`src/hdl/bcd_pkg.sv`:
```
// Shared widths, codes and control structs of the block cache directory.
package bcd_pkg;

   // Request payload widths
   localparam int FUNC_W    = 2;
   localparam int ADDR_W    = 32;
   localparam int FILL_W    = 10;

   // Response payload widths
   localparam int STATUS_W  = 3;
   localparam int INDEX_W   = 6;
   localparam int OFFSET_W  = 9;
   localparam int TAG_W     = 23;
   localparam int VBYTES_W  = 10;
   localparam int TOTAL_W   = 32;

   // Parameter defaults
   localparam int ENTRIES_DEF      = 64;
   localparam int BLOCK_BYTES_DEF  = 512;
   localparam int ADDRESS_BITS_DEF = 32;

   // Request functions
   localparam logic [FUNC_W-1:0] FUNC_LOOKUP = 2'd0;
   localparam logic [FUNC_W-1:0] FUNC_FILL   = 2'd1;

   // Response status codes
   localparam logic [STATUS_W-1:0] ST_HIT       = 3'd0;
   localparam logic [STATUS_W-1:0] ST_MISS      = 3'd1;
   localparam logic [STATUS_W-1:0] ST_FILL_OK   = 3'd2;
   localparam logic [STATUS_W-1:0] ST_FILL_FAIL = 3'd3;
   localparam logic [STATUS_W-1:0] ST_FLUSHED   = 3'd4;

   // Controller to datapath commands
   typedef struct packed {
      logic capture;
      logic emit_hit;
      logic tree_load;
      logic tree_step;
      logic install;
      logic fill;
      logic flush;
   } bcd_cmd_type;

   // Datapath to controller status
   typedef struct packed {
      logic hit;
   } bcd_stat_type;

endpackage

```
`src/hdl/bcd_ctrl.sv`:
```
// Request sequencer: handshakes, step count of the victim tree, commands.
module bcd_ctrl import bcd_pkg::*; #(
   parameter int ENTRIES = ENTRIES_DEF
) (
   input  logic              clock,
   input  logic              reset,
   input  logic              req_valid,
   input  logic [FUNC_W-1:0] req_func,
   output logic              req_ready,
   output logic              rsp_valid,
   input  logic              rsp_ready,
   input  bcd_stat_type      stat,
   output bcd_cmd_type       cmd
);
   localparam int STEPS  = $clog2(ENTRIES);
   localparam int STEP_W = $clog2(STEPS + 1);

   localparam logic [2:0] S_IDLE    = 3'd0;
   localparam logic [2:0] S_LOOK    = 3'd1;
   localparam logic [2:0] S_TREE    = 3'd2;
   localparam logic [2:0] S_INSTALL = 3'd3;
   localparam logic [2:0] S_FILL    = 3'd4;
   localparam logic [2:0] S_FLUSH   = 3'd5;

   logic [2:0]        state_ff, state_in;
   logic [STEP_W-1:0] step_ff, step_in;
   logic              rsp_valid_ff, rsp_valid_in;
   logic              slot_free;
   logic              emit;

   assign slot_free = !rsp_valid_ff || rsp_ready;

   always_comb begin
      state_in  = state_ff;
      step_in   = step_ff;
      cmd       = '0;
      emit      = 1'b0;
      req_ready = 1'b0;
      case (state_ff)
         S_IDLE: begin
            req_ready = 1'b1;
            if (req_valid) begin
               cmd.capture = 1'b1;
               if (req_func == FUNC_LOOKUP) begin
                  state_in = S_LOOK;
               end else if (req_func == FUNC_FILL) begin
                  state_in = S_FILL;
               end else begin
                  state_in = S_FLUSH;
               end
            end
         end
         S_LOOK: begin
            if (stat.hit) begin
               if (slot_free) begin
                  cmd.emit_hit = 1'b1;
                  emit         = 1'b1;
                  state_in     = S_IDLE;
               end
            end else begin
               cmd.tree_load = 1'b1;
               step_in       = STEP_W'(STEPS);
               state_in      = S_TREE;
            end
         end
         S_TREE: begin
            cmd.tree_step = 1'b1;
            step_in       = step_ff - 1'b1;
            if (step_ff == STEP_W'(1)) begin
               state_in = S_INSTALL;
            end
         end
         S_INSTALL: begin
            if (slot_free) begin
               cmd.install = 1'b1;
               emit        = 1'b1;
               state_in    = S_IDLE;
            end
         end
         S_FILL: begin
            if (slot_free) begin
               cmd.fill = 1'b1;
               emit     = 1'b1;
               state_in = S_IDLE;
            end
         end
         S_FLUSH: begin
            if (slot_free) begin
               cmd.flush = 1'b1;
               emit      = 1'b1;
               state_in  = S_IDLE;
            end
         end
         default: begin
            state_in = S_IDLE;
         end
      endcase
   end

   always_comb begin
      if (emit) begin
         rsp_valid_in = 1'b1;
      end else if (rsp_ready) begin
         rsp_valid_in = 1'b0;
      end else begin
         rsp_valid_in = rsp_valid_ff;
      end
   end

   always_ff @(posedge clock) begin
      if (reset) begin
         state_ff     <= S_IDLE;
         step_ff      <= '0;
         rsp_valid_ff <= 1'b0;
      end else begin
         state_ff     <= state_in;
         step_ff      <= step_in;
         rsp_valid_ff <= rsp_valid_in;
      end
   end

   assign rsp_valid = rsp_valid_ff;

endmodule

```
`config.mk`:
```
export PLATFORM = sky130hd
export DESIGN_NAME = bcd_ctrl
export DESIGN_NICKNAME = d
export VERILOG_FILES = /design/src/hdl/bcd_pkg.sv /design/src/hdl/bcd_ctrl.sv
export SDC_FILE = /design/constraint.sdc
export NUM_CORES = 1
export LEC_CHECK = 0
export CORE_AREA = 2 2 39 41
export DETAILED_ROUTE_END_ITERATION = 8
export DIE_AREA = 0 0 41 43
export DONT_BUFFER_PORTS = 1
export PLACE_DENSITY = 0.52
export SYNTH_ARGS = -nofsm -noshare
export SYNTH_HDL_FRONTEND = slang
export SYNTH_SLANG_ARGS = --single-unit
export TNS_END_PERCENT = 20
```
`constraint.sdc`:
```
create_clock -name clock -period 2.65 [get_ports clock]
set_input_delay 0.1325 -clock clock [delete_from_list [all_inputs] [get_ports clock]]
set_output_delay 0.1325 -clock clock [all_outputs]
set_load 0.05 [all_outputs]
```
Word level (Yosys, flattened, before mapping)
Cells that the tools add are included.
W data, S select, Z words.

storage, ports and cells
  flip-flop bits (word level) = 7
  input bits = 7
  logic and storage cells = 46

cells by class
  add/sub/neg operators = 1
  equality and inequality tests = 10
  multiplexer cells = 23
  reduce and logical (&&, ||, !) cells = 9

operator list
  kind                   number
  $mux W3                6
  $mux W1                13
  $pmux W3 S4            1
  $eq A3 B1 Y1 const B   2
  $eq A3 B2 Y1 const B   2
  $eq A3 B3 Y1 const B   2
  $ne A2 B2 Y1 const B   3
  $pmux W3 S2            1
  $reduce_and A2 Y1      2
  $reduce_bool A2 Y1     2
  $logic_not A3 Y1       1
  $reduce_or A3 Y1       1
  $sub A3 B1 Y3 const B  1
  $eq A2 B1 Y1 const B   1
  $logic_not A2 Y1       1
  $mux W2                1
  $pmux W1 S2            1
  $logic_not A1 Y1       1
  $logic_or A1 B1 Y1     1

Logic depth before layout (Yosys ltp)
  depth after elaboration = 6
  depth in mapped cells = 5
  depth with buffers taken out = 5

Least setup slack after synthesis
OpenSTA, ideal clock, no wires.

  path type = register to output
  from = register rsp_valid_ff (netlist: rsp_valid)
  to = output port cmd[5] in the netlist's numbering
  arrival time = 2.415 ns
  data required time = 2.518 ns
  slack = 0.103 ns
  cell stages (with the launch flop) = 4
  path through = dfxtp_1 nand2b_1 nand2_1 nor4b_1

RTL lines
  what                      RTL line         source
  start: declaration        bcd_ctrl.sv:27   logic rsp_valid_ff, rsp_valid_in;
  start signal: assignment  bcd_ctrl.sv:118  rsp_valid_ff <= rsp_valid_in;
  end: declaration          bcd_ctrl.sv:13   output bcd_cmd_type cmd

==> flow_metrics.tcl <==
set metrics [dict create \
    outcome "finished clean" \
    p_leak_nw 0.217 \
    hold_ws_ps 47.3 \
    yosysTopAreaCellShare_pct 29.5 \
    setup_viol 0 \
    path_cells "nand2b_1, nand2_1, nor3b_2" \
    netlist_instances 58 \
    htreeDepth 1 \
    start_util_pct 34.4 \
    critPathCaptureType "output pin" \
    design_area_um2 576 \
    synth.area.mux_share_pct 0 \
    track_usage_pct 14.2 \
    crit_path_top_delay_cell "nor3b_2" \
    worst_slew_pin_slew_ps 831 \
    final_net_count 76 \
    finalPower_mw 0.333 \
    cts_made_buffers 3 \
    peakVddDrop_mv 0.301 \
    first_iter_violations 5 \
    area_growth_pct 21.1 \
    synth_top_family_by_area "simple AND/OR/NAND/NOR gates" \
    post_drt_wl_per_cell_um 12.9 \
    min_path_type "in2reg" \
    rsz0062_at_grt "no" \
    gp_congestion 0.863 \
    ios 16 \
    synth-compound-area-share_pct 23.7 \
    rows 14 \
    synth_warnings 0 \
    avgSynthCellArea_um2 8.20 \
    critical_path_class "reg2out" \
    cts_tree "done" \
    setup-tns-final_ps 0 \
    synth_simple_gate_area_share_pct 33.2 \
    grt_pass1_vias 419 \
    detail-route-antenna-nets 0 \
    critical_path_required_ps 2520 \
    die_x_um 41 \
    insertion_delay_ps 250 \
    critical_path_arrival_ps 1780 \
    vias_per_cell 5.13 \
    core_um2 1380 \
    timing.final.crit_share_pct 72.4 \
    slowest_delay_ps 720 \
    synth_area_um2 475 \
    cts_resized 0 \
    n_fill_cell 145 \
    grt_max_degree 18 \
    clock_path_buffers 2 \
    hold_viol 0 \
    finalMaxSlewViolations 0 \
    final_cell_mix "7 x a21oi_1, 7 x buf_4, 7 x dfxtp_1" \
    synth-xor-area-share_pct 0 \
    dr_total_vias 421 \
    yosys.area.top_type "dfxtp_1" \
    drive_above_1_share_pct 27.3 \
    start_kind "register" \
    diodes 0 \
    yosys-top-cells-area "dfxtp_1 29%, a21oi_1 7.4%, ha_1 5.3%, nand2b_1 5.3%, o21ai_0 5.3%" \
    routed_wl_mm 1.06 \
    hp-start "reset" \
    clockRootBuffer "clkbuf_4" \
    maxCapViolCount 0 \
    syn_nets 67 \
    drc_errors 0 \
    slew_headroom_pct 44.3 \
    antenna_found_initial 0 \
    post_dp_cell_area_um2 539 \
    synthAdderAreaFrac_pct 5.26 \
    clock_sink_count 7 \
    skew_ps 4.77 \
    grt_overflow_total 0 \
    synth_cell_types 21 \
    clk_pin_slew_ps 60 \
    worstSetupStartpoint "rsp_valid" \
    seq_area_frac_synth_pct 29.5 \
    dieArea_um2 1760 \
    period_needed_ps 1920 \
    dp_hpwl_um 732 \
    first_pass_iters 3 \
    place.port_buffers 0 \
    p_per_area_nw_per_um2 579 \
    die_h_um 43 \
    reg2reg_from "state_ff[2]" \
    grt_first_pass_wirelength_mm 1.67 \
    synth-seq-cells 7 \
    critPathMaxFanout 4 \
    fmax_ghz 0.522 \
]
[sequential cells by signal, indices dropped and copies added, names as in the netlist]
name       cells
state_ff       3
step_ff        3
rsp_valid      1
[worst paths after layout]
check	endpoint	slack, ps	depth (start not counted)
max	cmd[2]	730	3
min reg2reg	step_ff[1]	490	1
min	step_ff[1]	50	2
max reg2reg	state_ff[0]	1130	3
[cell families (layout without fill, tap and decap cells)]
family,count (synthesis),in the layout
DFF,7,7
and+or+nand+nor,23,23
adders and majority gates,2,2
buffers and inverters,8,16
AOI/OAI and AO/OA,18,18
[area by class of cell]
cell class	count	area, µm²	share of cell area, %
multi-input cells	43	312	54.1
flip-flops and latches	7	140	24.3
repair buffers	8	62.6	10.9
clock buffers	4	26.3	4.57
well taps	16	20.0	3.48
inverters	4	15.0	2.61
[Yosys cell counts]
master    number
o221a_2        2
or2_2          1
buf_2          2
nand2_1        2
a21oi_1        7
nand3b_1       2
nor2b_1        1
nor4b_1        2
nor3b_1        2
nand2b_1       4
dfxtp_1        7
nor2_1         4
inv_1          4
a211oi_1       2
buf_4          2
ha_1           2
o21a_1         2
o21ai_0        5
nor4b_4        1
or3b_4         1
nor3_1         3
[timing repair]
item / CTS / global route
buffers inserted: 0 / 0
hold buffers: 1 / 0
hold endpoints to repair: 3 / 0
[metrics by stage]
step	instances	setup slack [ps]	util [%]
global placement	77	1010	39.0
global route	82	636	41.6
detailed placement	77	993	39.0
floorplan	58	103	-
finish	82	733	41.6
CTS	82	723	41.6
[worst max-delay path, delay by kind of cell, from the launching register on]
family / cells / cell delay [ps]
simple gates: 3 / 1070
flops: 1 / 480
[metal layers]
layer	track usage (%)	vias to the layer above	wire length (µm)	share of wire (%)
li1	-	224	-	-
met1	18.4	191	502	48
met2	19.1	6	498	47
met3	5.76	0	55	5.2
met4	8.00	0	0	0
met5	0	-	0	0
[power breakdown]
group / internal [mW] / switching (mW) / total (mW)
logic: 0.0391 / 0.0578 / 0.0969
registers: 0.115 / 0.0255 / 0.140
clock network: 0.0574 / 0.0384 / 0.0958
Note: power is estimated with default switching activity, not from simulation.
